<file path="config.mk">
export PLATFORM = sky130hd
export DESIGN_NAME = floppy_read_sequencer
export DESIGN_NICKNAME = d
export VERILOG_FILES = /design/src/design/frs_pkg.sv /design/src/design/floppy_read_sequencer.sv /design/src/design/frs_queue.sv /design/src/design/frs_front.sv /design/src/design/frs_back.sv
export SDC_FILE = /design/constraint.sdc
export NUM_CORES = 1
export LEC_CHECK = 0
export ABC_CLOCK_PERIOD_IN_PS = 10200
export BUFFER_PORTS_ARGS = -buffer_cell sky130_fd_sc_hd__buf_4
export CELL_PAD_IN_SITES_DETAIL_PLACEMENT = 0
export CELL_PAD_IN_SITES_GLOBAL_PLACEMENT = 1
export CORE_MARGIN = 3
export CORE_UTILIZATION = 53
export CTS_BUF_LIST = sky130_fd_sc_hd__clkbuf_8
export DETAILED_ROUTE_END_ITERATION = 6
export GPL_ROUTABILITY_DRIVEN = 0
export PLACE_DENSITY_LB_ADDON = 0.1
export REMOVE_ABC_BUFFERS = 1
export SLEW_MARGIN = 20
export SYNTH_ARGS = -nofsm -noshare
export SYNTH_HDL_FRONTEND = slang
export SYNTH_SLANG_ARGS = --single-unit
</file>
<file path="constraint.sdc">
create_clock -name clk -period 10.2 [get_ports clk]
set_input_delay 0.51 -clock clk [delete_from_list [all_inputs] [get_ports clk]]
set_output_delay 0.51 -clock clk [all_outputs]
set_load 0.02 [all_outputs]
</file>
<file path="src/design/frs_pkg.sv">
// Shared types and constants of the floppy read sequencer.
// Used by the front end, the job queue, the back end, the top level and the checker.
package frs_pkg;

    localparam int QDEPTH  = 4;
    localparam int QAW     = $clog2(QDEPTH);
    localparam int DIV_W   = 16;
    localparam int BLK_SH  = 9;

    // Controller command bytes
    localparam logic [7:0] OP_SEEK    = 8'h0F;
    localparam logic [7:0] OP_READ    = 8'hE6;
    localparam logic [7:0] CMD_SENSE  = 8'h08;
    localparam logic [7:0] OP_RECAL   = 8'h07;
    localparam logic [7:0] SECT_SIZE  = 8'h02;
    localparam logic [7:0] DTL_BYTE   = 8'hFF;
    localparam logic [7:0] ST0_ERR    = 8'hC0;
    localparam logic [7:0] TRACK_UNK  = 8'hFF;
    localparam logic [2:0] RES_LAST   = 3'd6;

    // Input word modes; the last one is reserved and dropped
    localparam logic [1:0] MODE_REQ  = 2'd0;
    localparam logic [1:0] MODE_INT  = 2'd1;
    localparam logic [1:0] MODE_RES  = 2'd2;
    localparam logic [1:0] MODE_NONE = 2'd3;

    // Result kinds
    localparam logic [1:0] KIND_CMD     = 2'd0;
    localparam logic [1:0] KIND_DONE    = 2'd1;
    localparam logic [1:0] KIND_SEEKERR = 2'd2;
    localparam logic [1:0] KIND_RETRY   = 2'd3;

    // Configuration register indexes
    localparam logic [2:0] CFG_HEADS = 3'd0;
    localparam logic [2:0] CFG_SPT   = 3'd1;
    localparam logic [2:0] CFG_GAP   = 3'd2;
    localparam logic [2:0] CFG_DRIVE = 3'd3;
    localparam logic [2:0] CFG_RETRY = 3'd4;

    typedef enum logic [2:0] {
        PH_IDLE, PH_SEEK_INT, PH_SEEK_SENSE, PH_READ_INT,
        PH_READ_RES, PH_RECAL_INT, PH_RECAL_SENSE
    } phase_t;

    typedef enum logic [1:0] { F_READY, F_DIV, F_CHUNK } ffsm_t;

    typedef enum logic [2:0] { JOB_SEEK, JOB_READ, JOB_SENSE, JOB_RECAL, JOB_STATUS } job_kind_t;

    typedef struct packed {
        logic [1:0] head_count;
        logic [5:0] spt;
        logic [7:0] gap;
        logic [1:0] drive;
        logic [3:0] retry_limit;
    } cfg_t;

    typedef struct packed {
        job_kind_t   jk;
        logic [1:0]  kind;
        logic [7:0]  track;
        logic        head;
        logic [5:0]  sector;
        logic [5:0]  spt;
        logic [7:0]  gap;
        logic [1:0]  drive;
        logic [15:0] dma;
        logic [19:0] done;
    } job_t;

endpackage

</file>
<file path="src/design/floppy_read_sequencer.sv">
// Top level of the floppy read sequencer: configuration registers, front end,
// job queue and back end. Depends on frs_pkg, frs_front, frs_queue and frs_back.
//
// Each input word (a read request, a controller interrupt or a result byte)
// gives at most one job and so at most nine result words. Interrupts and result
// bytes are handled directly in the front end. A request, and a successful read that
// leaves bytes to do, runs the serial block divider and then the chunk step before
// the next word can be taken. The back end sends one word a cycle while the output
// is not stalled, with a gap between jobs, while a four-job queue lets the front
// end keep taking words. Configuration writes are always accepted.
module floppy_read_sequencer
(
    input  logic        clk,
    input  logic        rst_n,
    // configuration write channel
    input  logic        cfg_valid,
    output logic        cfg_ready,
    input  logic [2:0]  cfg_index,
    input  logic [7:0]  cfg_data,
    // input words
    input  logic        s_axis_tvalid,
    output logic        s_axis_tready,
    input  logic [47:0] s_axis_tdata,  // start_block[15:0], byte_count[35:16], status_byte[43:36]
    input  logic [1:0]  s_axis_tuser,  // mode[1:0]
    // result words
    output logic        m_axis_tvalid,
    input  logic        m_axis_tready,
    output logic [47:0] m_axis_tdata,  // cmd_byte[7:0], dma_count[23:8], bytes_done[43:24]
    output logic [1:0]  m_axis_tuser,  // kind[1:0]
    output logic        m_axis_tlast
);
    import frs_pkg::*;

    cfg_t        cfg_reg, cfg_next;
    logic        push, pop, q_empty, q_full;
    job_t        push_job, pop_job;
    logic [7:0]  cmd;
    logic [15:0] dma;
    logic [19:0] done;

    assign cfg_ready = 1'b1;

    // Register writes; indexes past the list are dropped.
    always_comb
    begin
        cfg_next = cfg_reg;
        if (cfg_valid)
        begin
            case (cfg_index)
                CFG_HEADS: cfg_next.head_count  = cfg_data[1:0];
                CFG_SPT:   cfg_next.spt         = cfg_data[5:0];
                CFG_GAP:   cfg_next.gap         = cfg_data;
                CFG_DRIVE: cfg_next.drive       = cfg_data[1:0];
                CFG_RETRY: cfg_next.retry_limit = cfg_data[3:0];
                default:   cfg_next = cfg_reg;
            endcase
        end
    end

    always_ff @(posedge clk or negedge rst_n)
    begin
        if (!rst_n)
        begin
            cfg_reg.head_count  <= 2'd2;
            cfg_reg.spt         <= 6'd18;
            cfg_reg.gap         <= 8'd27;
            cfg_reg.drive       <= 2'd0;
            cfg_reg.retry_limit <= 4'd10;
        end
        else
        begin
            cfg_reg <= cfg_next;
        end
    end

    // Front end: phase tracking and chunking
    frs_front u_front
    (
        .clk       (clk),
        .rst_n     (rst_n),
        .cfg       (cfg_reg),
        .in_valid  (s_axis_tvalid),
        .in_ready  (s_axis_tready),
        .in_mode   (s_axis_tuser),
        .in_block  (s_axis_tdata[15:0]),
        .in_count  (s_axis_tdata[35:16]),
        .in_status (s_axis_tdata[43:36]),
        .q_full    (q_full),
        .push      (push),
        .push_job  (push_job)
    );

    // Hold pending jobs so either side can stall
    frs_queue u_queue
    (
        .clk      (clk),
        .rst_n    (rst_n),
        .push     (push),
        .push_job (push_job),
        .pop      (pop),
        .pop_job  (pop_job),
        .empty    (q_empty),
        .full     (q_full)
    );

    // Back end: expand jobs into words
    frs_back u_back
    (
        .clk       (clk),
        .rst_n     (rst_n),
        .q_empty   (q_empty),
        .q_job     (pop_job),
        .q_pop     (pop),
        .out_valid (m_axis_tvalid),
        .out_ready (m_axis_tready),
        .out_kind  (m_axis_tuser),
        .out_cmd   (cmd),
        .out_dma   (dma),
        .out_done  (done),
        .out_last  (m_axis_tlast)
    );

    assign m_axis_tdata = {4'd0, done, dma, cmd};
endmodule

</file>
<file path="src/design/frs_queue.sv">
// Short job queue between the front end and the back end.
// Depends on frs_pkg for the job type and depth.
module frs_queue
(
    input  logic          clk,
    input  logic          rst_n,
    input  logic          push,
    input  frs_pkg::job_t push_job,
    input  logic          pop,
    output frs_pkg::job_t pop_job,
    output logic          empty,
    output logic          full
);
    import frs_pkg::*;

    job_t           mem_reg [QDEPTH];
    logic [QAW-1:0] wr_reg, wr_next, rd_reg, rd_next;
    logic [QAW:0]   cnt_reg, cnt_next;

    assign empty   = (cnt_reg == '0);
    assign full    = (cnt_reg == (QAW+1)'(QDEPTH));
    assign pop_job = mem_reg[rd_reg];

    always_comb
    begin
        wr_next  = push ? wr_reg + 1'b1 : wr_reg;
        rd_next  = pop ? rd_reg + 1'b1 : rd_reg;
        cnt_next = cnt_reg + (QAW+1)'(push) - (QAW+1)'(pop);
    end

    always_ff @(posedge clk or negedge rst_n)
    begin
        if (!rst_n)
        begin
            wr_reg  <= '0;
            rd_reg  <= '0;
            cnt_reg <= '0;
        end
        else
        begin
            wr_reg  <= wr_next;
            rd_reg  <= rd_next;
            cnt_reg <= cnt_next;
        end
    end

    always_ff @(posedge clk)
    begin
        if (push)
        begin
            mem_reg[wr_reg] <= push_job;
        end
    end
endmodule

</file>
<file path="src/design/frs_front.sv">
// Front end: accepts input words, tracks the controller phase, splits requests
// into chunks with a serial block divider and pushes at most one job per word. Uses frs_pkg.
module frs_front
(
    input  logic          clk,
    input  logic          rst_n,
    input  frs_pkg::cfg_t cfg,
    input  logic          in_valid,
    output logic          in_ready,
    input  logic [1:0]    in_mode,
    input  logic [15:0]   in_block,
    input  logic [19:0]   in_count,
    input  logic [7:0]    in_status,
    input  logic          q_full,
    output logic          push,
    output frs_pkg::job_t push_job
);
    import frs_pkg::*;

    ffsm_t       fsm_reg, fsm_next;
    phase_t      phase_reg, phase_next;
    logic [7:0]  cur_track_reg, cur_track_next;
    logic [7:0]  tgt_track_reg, tgt_track_next;
    logic        tgt_head_reg, tgt_head_next;
    logic [5:0]  tgt_sector_reg, tgt_sector_next;
    logic [15:0] chunk_reg, chunk_next;
    logic [19:0] left_reg, left_next;
    logic [19:0] total_reg, total_next;
    logic [15:0] nblk_reg, nblk_next;
    logic [3:0]  retries_reg, retries_next;
    logic [2:0]  ridx_reg, ridx_next;
    logic [7:0]  st0_reg, st0_next;
    logic [DIV_W-1:0] quo_reg, quo_next;
    logic [5:0]  rem_reg, rem_next;
    logic [3:0]  cnt_reg, cnt_next;

    logic        acc, two_heads;
    logic [5:0]  spt_eff;
    logic [6:0]  trial;
    logic [6:0]  room_sec;
    logic [15:0] room;
    logic        attempt;

    assign in_ready  = (fsm_reg == F_READY) && !q_full;
    assign acc       = in_valid && in_ready;
    assign two_heads = cfg.head_count[1];
    assign spt_eff   = (cfg.spt == '0) ? 6'd1 : cfg.spt;

    always_comb
    begin
        fsm_next        = fsm_reg;
        phase_next      = phase_reg;
        cur_track_next  = cur_track_reg;
        tgt_track_next  = tgt_track_reg;
        tgt_head_next   = tgt_head_reg;
        tgt_sector_next = tgt_sector_reg;
        chunk_next      = chunk_reg;
        left_next       = left_reg;
        total_next      = total_reg;
        nblk_next       = nblk_reg;
        retries_next    = retries_reg;
        ridx_next       = ridx_reg;
        st0_next        = st0_reg;
        quo_next        = quo_reg;
        rem_next        = rem_reg;
        cnt_next        = cnt_reg;
        push            = 1'b0;
        attempt         = 1'b0;
        push_job        = '0;
        push_job.jk     = JOB_STATUS;
        trial           = {rem_reg, quo_reg[DIV_W-1]};
        room_sec        = '0;
        room            = '0;

        case (fsm_reg)
            F_DIV:
            begin
                // one restoring step per cycle
                if (trial >= {1'b0, spt_eff})
                begin
                    rem_next = 6'(trial - {1'b0, spt_eff});
                    quo_next = {quo_reg[DIV_W-2:0], 1'b1};
                end
                else
                begin
                    rem_next = trial[5:0];
                    quo_next = {quo_reg[DIV_W-2:0], 1'b0};
                end
                cnt_next = cnt_reg + 1'b1;
                if (cnt_reg == 4'd15)
                begin
                    fsm_next = F_CHUNK;
                end
            end
            F_CHUNK:
            begin
                tgt_track_next  = two_heads ? quo_reg[8:1] : quo_reg[7:0];
                tgt_head_next   = two_heads & quo_reg[0];
                tgt_sector_next = rem_reg + 6'd1;
                room_sec = 7'(spt_eff - rem_reg)
                         + ((two_heads && !quo_reg[0]) ? {1'b0, spt_eff} : 7'd0);
                room     = {room_sec, 9'd0};
                chunk_next   = (left_reg < {4'd0, room}) ? left_reg[15:0] : room;
                retries_next = (cfg.retry_limit == '0) ? 4'd1 : cfg.retry_limit;
                attempt  = 1'b1;
                fsm_next = F_READY;
            end
            default:
            begin
                if (acc)
                begin
                    case (in_mode)
                        MODE_REQ:
                        begin
                            if (phase_reg == PH_IDLE)
                            begin
                                nblk_next  = in_block;
                                total_next = in_count;
                                left_next  = in_count;
                                if (in_count == '0)
                                begin
                                    push          = 1'b1;
                                    push_job.kind = KIND_DONE;
                                end
                                else
                                begin
                                    quo_next = in_block;
                                    rem_next = '0;
                                    cnt_next = '0;
                                    fsm_next = F_DIV;
                                end
                            end
                        end
                        MODE_INT:
                        begin
                            if (phase_reg == PH_SEEK_INT || phase_reg == PH_RECAL_INT)
                            begin
                                push        = 1'b1;
                                push_job.jk = JOB_SENSE;
                                phase_next  = (phase_reg == PH_SEEK_INT) ? PH_SEEK_SENSE
                                                                         : PH_RECAL_SENSE;
                                ridx_next   = '0;
                            end
                            else if (phase_reg == PH_READ_INT)
                            begin
                                phase_next = PH_READ_RES;
                                ridx_next  = '0;
                            end
                        end
                        MODE_RES:
                        begin
                            case (phase_reg)
                                PH_SEEK_SENSE:
                                begin
                                    if (ridx_reg == '0)
                                    begin
                                        st0_next  = in_status;
                                        ridx_next = 3'd1;
                                    end
                                    else if (in_status != tgt_track_reg)
                                    begin
                                        push          = 1'b1;
                                        push_job.kind = KIND_SEEKERR;
                                        push_job.done = total_reg - left_reg;
                                        phase_next    = PH_IDLE;
                                    end
                                    else
                                    begin
                                        cur_track_next = in_status;
                                        attempt        = 1'b1;
                                    end
                                end
                                PH_READ_RES:
                                begin
                                    if (ridx_reg == '0)
                                    begin
                                        st0_next = in_status;
                                    end
                                    if (ridx_reg < RES_LAST)
                                    begin
                                        ridx_next = ridx_reg + 1'b1;
                                    end
                                    else if ((st0_reg & ST0_ERR) == '0)
                                    begin
                                        left_next = left_reg - {4'd0, chunk_reg};
                                        nblk_next = nblk_reg + 16'(chunk_reg >> BLK_SH);
                                        if (left_next == '0)
                                        begin
                                            push          = 1'b1;
                                            push_job.kind = KIND_DONE;
                                            push_job.done = total_reg;
                                            phase_next    = PH_IDLE;
                                        end
                                        else
                                        begin
                                            quo_next = nblk_next;
                                            rem_next = '0;
                                            cnt_next = '0;
                                            fsm_next = F_DIV;
                                        end
                                    end
                                    else
                                    begin
                                        cur_track_next = '0;
                                        push           = 1'b1;
                                        push_job.jk    = JOB_RECAL;
                                        phase_next     = PH_RECAL_INT;
                                    end
                                end
                                PH_RECAL_SENSE:
                                begin
                                    if (ridx_reg == '0)
                                    begin
                                        st0_next  = in_status;
                                        ridx_next = 3'd1;
                                    end
                                    else
                                    begin
                                        retries_next = retries_reg - 1'b1;
                                        if (retries_next == '0)
                                        begin
                                            push          = 1'b1;
                                            push_job.kind = KIND_RETRY;
                                            push_job.done = total_reg - left_reg;
                                            phase_next    = PH_IDLE;
                                        end
                                        else
                                        begin
                                            attempt = 1'b1;
                                        end
                                    end
                                end
                                default:
                                begin
                                end
                            endcase
                        end
                        default:
                        begin
                        end
                    endcase
                end
            end
        endcase

        // start an attempt: seek when off track, else the read command
        if (attempt)
        begin
            push = 1'b1;
            push_job.kind = KIND_CMD;
            if (cur_track_next != tgt_track_next)
            begin
                push_job.jk = JOB_SEEK;
                phase_next  = PH_SEEK_INT;
            end
            else
            begin
                push_job.jk  = JOB_READ;
                push_job.dma = chunk_next - 16'd1;
                phase_next   = PH_READ_INT;
            end
        end
        push_job.track  = tgt_track_next;
        push_job.head   = tgt_head_next;
        push_job.sector = tgt_sector_next;
        push_job.spt    = spt_eff;
        push_job.gap    = cfg.gap;
        push_job.drive  = cfg.drive;
    end

    always_ff @(posedge clk or negedge rst_n)
    begin
        if (!rst_n)
        begin
            fsm_reg        <= F_READY;
            phase_reg      <= PH_IDLE;
            cur_track_reg  <= TRACK_UNK;
            tgt_track_reg  <= '0;
            tgt_head_reg   <= 1'b0;
            tgt_sector_reg <= '0;
            chunk_reg      <= '0;
            left_reg       <= '0;
            total_reg      <= '0;
            nblk_reg       <= '0;
            retries_reg    <= '0;
            ridx_reg       <= '0;
            st0_reg        <= '0;
            cnt_reg        <= '0;
        end
        else
        begin
            fsm_reg        <= fsm_next;
            phase_reg      <= phase_next;
            cur_track_reg  <= cur_track_next;
            tgt_track_reg  <= tgt_track_next;
            tgt_head_reg   <= tgt_head_next;
            tgt_sector_reg <= tgt_sector_next;
            chunk_reg      <= chunk_next;
            left_reg       <= left_next;
            total_reg      <= total_next;
            nblk_reg       <= nblk_next;
            retries_reg    <= retries_next;
            ridx_reg       <= ridx_next;
            st0_reg        <= st0_next;
            cnt_reg        <= cnt_next;
        end
    end

    always_ff @(posedge clk)
    begin
        quo_reg <= quo_next;
        rem_reg <= rem_next;
    end
endmodule

</file>
<file path="src/design/frs_back.sv">
// Back end: expands queued jobs into result words in an output register.
// Uses frs_pkg for the job type and command bytes.
module frs_back
(
    input  logic          clk,
    input  logic          rst_n,
    input  logic          q_empty,
    input  frs_pkg::job_t q_job,
    output logic          q_pop,
    output logic          out_valid,
    input  logic          out_ready,
    output logic [1:0]    out_kind,
    output logic [7:0]    out_cmd,
    output logic [15:0]   out_dma,
    output logic [19:0]   out_done,
    output logic          out_last
);
    import frs_pkg::*;

    job_t        job_reg;
    logic        jv_reg, jv_next;
    logic [3:0]  idx_reg, idx_next;
    logic        ov_reg, ov_next;
    logic [1:0]  kind_reg;
    logic [7:0]  cmd_reg;
    logic [15:0] dma_reg;
    logic [19:0] done_reg;
    logic        last_reg;
    logic        adv, load;
    logic [7:0]  b;
    logic [3:0]  nbytes;
    logic [7:0]  sel;

    assign adv       = !ov_reg || out_ready;
    assign load      = jv_reg && adv;
    assign q_pop     = !jv_reg && !q_empty;
    assign out_valid = ov_reg;
    assign out_kind  = kind_reg;
    assign out_cmd   = cmd_reg;
    assign out_dma   = dma_reg;
    assign out_done  = done_reg;
    assign out_last  = last_reg;

    always_comb
    begin
        sel    = {5'd0, job_reg.head, job_reg.drive};
        b      = '0;
        nbytes = 4'd1;
        case (job_reg.jk)
            JOB_SEEK:
            begin
                nbytes = 4'd3;
                case (idx_reg)
                    4'd0:    b = OP_SEEK;
                    4'd1:    b = sel;
                    default: b = job_reg.track;
                endcase
            end
            JOB_READ:
            begin
                nbytes = 4'd9;
                case (idx_reg)
                    4'd0:    b = OP_READ;
                    4'd1:    b = sel;
                    4'd2:    b = job_reg.track;
                    4'd3:    b = {7'd0, job_reg.head};
                    4'd4:    b = {2'd0, job_reg.sector};
                    4'd5:    b = SECT_SIZE;
                    4'd6:    b = {2'd0, job_reg.spt};
                    4'd7:    b = job_reg.gap;
                    default: b = DTL_BYTE;
                endcase
            end
            JOB_SENSE: b = CMD_SENSE;
            JOB_RECAL:
            begin
                nbytes = 4'd2;
                b      = (idx_reg == '0) ? OP_RECAL : {6'd0, job_reg.drive};
            end
            default: b = '0;
        endcase

        jv_next  = jv_reg;
        idx_next = idx_reg;
        ov_next  = ov_reg;
        if (load)
        begin
            ov_next  = 1'b1;
            idx_next = idx_reg + 1'b1;
            if (idx_next == nbytes)
            begin
                jv_next = 1'b0;
            end
        end
        else if (adv)
        begin
            ov_next = 1'b0;
        end
        if (q_pop)
        begin
            jv_next  = 1'b1;
            idx_next = '0;
        end
    end

    always_ff @(posedge clk or negedge rst_n)
    begin
        if (!rst_n)
        begin
            jv_reg  <= 1'b0;
            idx_reg <= '0;
            ov_reg  <= 1'b0;
        end
        else
        begin
            jv_reg  <= jv_next;
            idx_reg <= idx_next;
            ov_reg  <= ov_next;
        end
    end

    always_ff @(posedge clk)
    begin
        if (q_pop)
        begin
            job_reg <= q_job;
        end
        if (load)
        begin
            kind_reg <= job_reg.kind;
            cmd_reg  <= b;
            dma_reg  <= (job_reg.jk == JOB_READ) ? job_reg.dma : 16'd0;
            done_reg <= job_reg.done;
            last_reg <= (idx_next == nbytes);
        end
    end
endmodule

</file>
# Word level (Yosys, flattened, before mapping)
# Memories as Yosys holds them, arrays and structs flattened. A register that Yosys moved wholly into a read port is not among the register bits.
# Cells that the tools add are included.
[word_totals] regBits=223 latchBits=0 mem_bits_rw=288 mem_bits_ro=0 input_bits=66 output_inout_bits=54 mem_count=1
[mem_list] name="u_queue.mem_reg" depth=4 word_bits=72 rd=1 rd_clocked_by_memory_dff=1 write_ports=1 line="frs_queue.sv:16" text="job_t mem_reg [QDEPTH];"
[classes] add_sub_neg=16 n_mul=0 n_div=0 magnitude_cmp=3 eq_ne=61 n_shift=0 mux=162 bitwise_logic=4 reduce_logical=57
[ops] op="two-way mux 20 bit" count=14
[ops] op="two-way mux 16 bit" count=15
[ops] op="case mux 16 bit (2 select lines)" count=3
[ops] op="two-way mux 8 bit" count=9
[ops] op="two-way mux 6 bit" count=11
[ops] op="case mux 8 bit (8 select lines)" count=1
[ops] op="two-way mux 3 bit" count=21
[ops] op="case mux 20 bit (3 select lines)" count=1
[ops] op="two-way mux 4 bit" count=14
[ops] op="logical NOT 20 bit" count=2
[ops] op="case mux 20 bit (2 select lines)" count=1
[ops] op="two-way mux 1 bit" count=32
[ops] op="case mux 8 bit (2 select lines)" count=2
[ops] op="case mux 8 bit (4 select lines)" count=1
[ops] op="two-way mux 2 bit" count=14
[ops] op="case mux 3 bit (2 select lines)" count=4
[ops] op="case mux 4 bit (2 select lines)" count=3
[ops] op="case mux 6 bit (2 select lines)" count=2
[ops] op="< comparator 20 x 16 -> 1 bit" count=1
[ops] op="two-way mux 5 bit" count=4
[ops] op="nonzero test 2 bit" count=10
[ops] op="subtractor 20 x 16 -> 20 bit" count=1
[ops] op="subtractor 20 bit" count=1
[ops] op="equality test 3 x 2 -> 1 bit, second input constant" count=6
[ops] op="other kinds (60)" count=130

# Longest topological paths before layout
[depth] word_depth=12 ltp_mapped=24

# By module
# Synthesis repeated with hierarchy kept, for this count alone.
[unflattened] cells_unflattened=2030 hier_area_um2=27249.9
[modules_own_cells] module="frs_front" instances=1 cells_each=1295 area_per_inst_um2=10865.4
[modules_own_cells] module="frs_queue" instances=1 cells_each=410 area_per_inst_um2=10781.6
[modules_own_cells] module="frs_back" instances=1 cells_each=267 area_per_inst_um2=4639.4
[modules_own_cells] module="floppy_read_sequencer" instances=1 cells_each=58 area_per_inst_um2=963.4

# Least setup slack after synthesis
# Ideal clock, no wire load.
[synth_timing] path_kind="flip-flop to flip-flop" startpoint="register u_front.left_reg[0]" endpoint="memory u_queue.mem_reg[0][0] in the netlist's numbering (enable)" setup_ns=0.612 t_arrival_ns=8.178 path_slack_ns=1.410 path_stages_with_launch=14 synth_period_minus_slack_ns=8.790 cell_sequence="dfrtp_1 inv_1 ha_1 inv_1 fa_1 a211oi_2 o21ai_1 a311oi_2 mux2i_1 nor2_1 nor4_1 nor4b_4 o21ai_1 a21boi_0"
[synth_between] elab_chain_cells=12
[synth_rtl] element="start: declaration" line="frs_front.sv:27" text="logic [19:0] left_reg, left_next;"
[synth_rtl] element="start signal: assignment" line="frs_front.sv:299" text="left_reg <= left_next;"
[synth_rtl] element="subtractor 20 x 16 -> 20 bit" line="frs_front.sv:185" text="left_next = left_reg - {4'd0, chunk_reg};"
[synth_rtl] element="logical NOT 20 bit" line="frs_front.sv:187" text="if (left_next == '0)"
[synth_rtl] element="two-way mux 1 bit" line="frs_front.sv:187"
[synth_rtl] element="two-way mux 1 bit" line="frs_front.sv:183" text="else if ((st0_reg & ST0_ERR) == '0)"
[synth_rtl] element="two-way mux 1 bit" line="frs_front.sv:179" text="if (ridx_reg < RES_LAST)"
[synth_rtl] element="case mux 1 bit (3 select lines)" line="frs_front.sv:152" text="case (phase_reg)"
[synth_rtl] element="case mux 1 bit (3 select lines)" line="frs_front.sv:112" text="case (in_mode)"
[synth_rtl] element="two-way mux 1 bit" line="frs_front.sv:110" text="if (acc)"
[synth_rtl] element="two-way mux 1 bit" line="frs_front.sv:75" text="case (fsm_reg)"
[synth_rtl] element="two-way mux 1 bit" line="frs_front.sv:247" text="if (attempt)"
[synth_rtl] element="two-way mux 1 bit" line="frs_queue.sv:49" text="if (push)"
[synth_rtl] element="two-way mux 1 bit (not written as such)" line="frs_queue.sv:51" text="mem_reg[wr_reg] <= push_job;"
[synth_rtl] element="end: declaration" line="frs_queue.sv:16"
# Every way passes these cells.

==> summary.md <==
| Metric | Value |
|---|---|
| Setup bufs post-CTS | `0` |
| Core area | `0.0507 mm^2` |
| Width of the die | `roughly 230 um` |
| Gates resized, CTS repair | `0` |
| Register area | `0.0166 mm^2` |
| Hold depth | `2` |
| P per Cell Area | `297 mW/mm^2` |
| Multi-input logic area | `0.0101 mm^2` |
| Cell count after synthesis | `2059` |
| Slew margin rel. | `24.6%` |
| Synthesized area | `between 0.02 and 0.03 mm^2` |
| Asr flop ratio synth | `25.5%` |
| Worst Skew | `31.6 ps` |
| Seq/Total Area, Yosys | `60.5%` |
| Max clock buf depth | `3` |
| Congestion Overflow GR | `0` |
| WL final | `between 60000 and 70000 um` |
| Tot Pwr | `9.13 mW` |
| CP endpoint kind | `flip-flop` |
| Clock Pin Slew Worst Setup and Hold Paths | `roughly 60 ps` |
| Share of layout cells above drive strength 1 | `slightly below 20%` |
| Residual DRC count | `0` |
| Clk Tree Root Cell | `clkbuf_8` |
| Final core area utilization | `60.7%` |
| Startpoint Class | `flip-flop` |
| First-pass GRT wire length | `98400 um` |
| Minimum clock period | `6620 ps` |
| Largest register FFs | `288` |
| Final period util | `about 65%` |
| CTS tree | `built` |
| Die footprint | `0.0545 mm^2` |
| Final worst slack | `between 3000 and 4000 ps` |
| Diodes inserted | `0` |
| WS Path Type | `reg2reg` |
| Final setup fails | `0` |
| Hold WS | `a little over 70 ps` |
| Row cnt | `82` |
| DR iter-0 viols | `approximately 1300` |
| DRT Pass-1 Iters | `5` |
| IO Port Bufs | `110` |
| Gr usage total | `23.7%` |
| Distinct cells, synth | `103` |
| Nets | `2366` |
| Synthesis warning total | `0` |
| Ys flop type | `edfxtp_1` |
| Die H | `233 um` |
| Max_cap viols | `0` |
| Initial antenna violation count | `0` |
| Worst-Margin Slew | `1130 ps` |
| Ports | `120` |
| Area after DPL | `0.0290 mm^2` |
| Post-DP HPWL | `between 40000 and 50000 um` |
| Pin count of the biggest net entering global routing | `79` |
| Fill cells | `3975` |
| Inst Count DP | `between 2000 and 3000` |
| Worst R2R Path Depth | `21` |
| Vias per inst | `5.88` |
| Synthesis-to-layout area growth | `12.3%` |
| VDD IR max | `0.153 mV` |
| Top post-synthesis cells by count | `edfxtp_1 (429), nand2_1 (143), nor2_1 (138)` |
| H-tree depth | `3` |
| Max Slew Vio Count | `0` |
| Design area | `0.0308 mm^2` |
| Post-route setup TNS | `0 ps` |
| Flops & latches, synth | `576` |
| Crit-path max FO | `11` |
| Clk_lat worst skew | `~680 ps` |
| Crit path DAT | `7080 ps` |
| Initial Util | `54.1%` |
| Mean Syn Cell Area | `roughly 13 um^2` |
| Non-filler instance count after layout | `2957` |
| Total CTS buffers | `94` |
| Vias in the first global route | `17100` |
| Post-synth EDFFs | `between 400 and 500` |
| Area share of the largest cell type after synthesis | `47.0%` |
| Cell taking the most area after synthesis | `edfxtp_1` |
| Final Hold Viols | `0` |
| F_max | `~150 MHz` |
| Most common cell in the synthesized netlist | `edfxtp_1` |
| Leak | `approximately 12 nW` |
| Unrepaired setup endpoints after global routing | `false` |
| Worst EP required | `10660 ps` |
| Status | `finished clean` |
| Top post-synthesis cells by area | `edfxtp_1 (47%), dfrtp_1 (12%), mux4_2 (5.9%), ha_1 (3.9%), mux2_2 (2.0%)` |
| Clk sink count | `576` |
| Drt wl/cell | `21.4 um` |
| Min-Delay Path Class | `in2reg` |
| Dpl ws | `3530 ps` |
| Via count | `17400` |
| Detail Route Antenna Nets | `0` |
worst max-delay path, stage by stage (launching register included):
cell,delay (ps)
dfstp_2,710
nor2b_1,440
nand2_1,140
fa_1,520
inv_1,40
ha_1,310
nor2b_1,140
o21ai_0,260
a21oi_1,140
o21ai_0,200
a21boi_0,150
or2_2,320
ha_1,350
nand4_1,290
o21ai_2,450
a2bb2oi_1,300
ha_1,200
o211ai_1,170
nor4_1,530
nand2_1,130
or3_1,330
a21oi_1,280
area by class of cell:
type | count | share of cell area [%]
tap | 672 | 2.73
clock inverter | 71 | 1.11
multi-input combinational | 1279 | 32.7
clock buffer | 106 | 4.74
sequential | 576 | 53.9
inverter | 117 | 1.43
timing repair buffer | 136 | 3.40
power by group:
group | internal, mW | switching (mW)
sequential | 3.13 | 0.421
clock | 0.981 | 0.904
combinational | 1.52 | 2.17
kinds of logic after synthesis:
kind of cell	Yosys count	synth area share (%)
flops	576	60.5
simple gates	501	8.96
fa+ha+maj	96	4.68
other cells	2	0.0274
xor+xnor	77	2.46
mux	160	9.35
buf+inv	207	3.09
compound gates	440	11.0
metal layers:
layer	part of all wire (%)	track usage, %
met5	0	0
met4	2.0	7.02
met3	5.8	3.88
met2	46	36.7
met1	46	35.0
worst paths after layout:
kind	slack, ps	endpoint	start
min in group asynchronous	450	u_front.chunk_reg[4]$_DFF_PN0_	rst_n
max	3580	u_queue.mem_reg[0][32]$_DFFE_PP_	cfg_reg[21]$_DFFE_PN1P_
min reg2reg	420	u_back.out_done[18]$_DFFE_PP_	u_back.job_reg[18]$_DFFE_PP_
max in group asynchronous	8540	u_front.cur_track_reg[2]$_DFF_PN1_	rst_n
max reg2reg	3580	u_queue.mem_reg[0][32]$_DFFE_PP_	cfg_reg[21]$_DFFE_PN1P_
min	70	cfg_reg[13]$_DFFE_PN0P_	cfg_data[7]
cells in the final DEF, fill, tap and decap left out, types with 11 or more instances in the layout:
| cell | netlist | final |
|---|---|---|
| or2_2 | 12 | 12 |
| a22o_1 | 26 | 26 |
| o211ai_1 | 12 | 12 |
| buf_4 | 8 | 133 |
| edfxtp_1 | 429 | 429 |
| xnor2_1 | 40 | 40 |
| clkbuf_8 | 0 | 106 |
| a211oi_1 | 16 | 16 |
| a21o_1 | 21 | 21 |
| a21oi_1 | 103 | 103 |
| a31oi_1 | 13 | 13 |
| nor3_1 | 30 | 29 |
| inv_1 | 116 | 162 |
| nor2b_1 | 19 | 19 |
| mux2_2 | 49 | 49 |
| or3_1 | 11 | 11 |
| nor2_1 | 138 | 137 |
| o21ai_0 | 101 | 101 |
| fa_1 | 11 | 11 |
| o22ai_1 | 16 | 16 |
| xor2_1 | 37 | 37 |
| mux4_2 | 72 | 72 |
| nand2b_1 | 18 | 18 |
| dfstp_2 | 17 | 17 |
| and2_1 | 22 | 22 |
| dfrtp_1 | 130 | 128 |
| nand4_1 | 12 | 12 |
| nand3_1 | 43 | 43 |
| mux2i_1 | 38 | 38 |
| ha_1 | 85 | 83 |
| nor4_1 | 11 | 11 |
| nand2_1 | 143 | 143 |
what timing repair did:
item                       4_1_cts  5_1_grt
setup endpoints to repair        0        0
hold endpoints to repair        72        0
hold buffers                     1        0
Note: power is estimated with default switching activity, not from simulation.
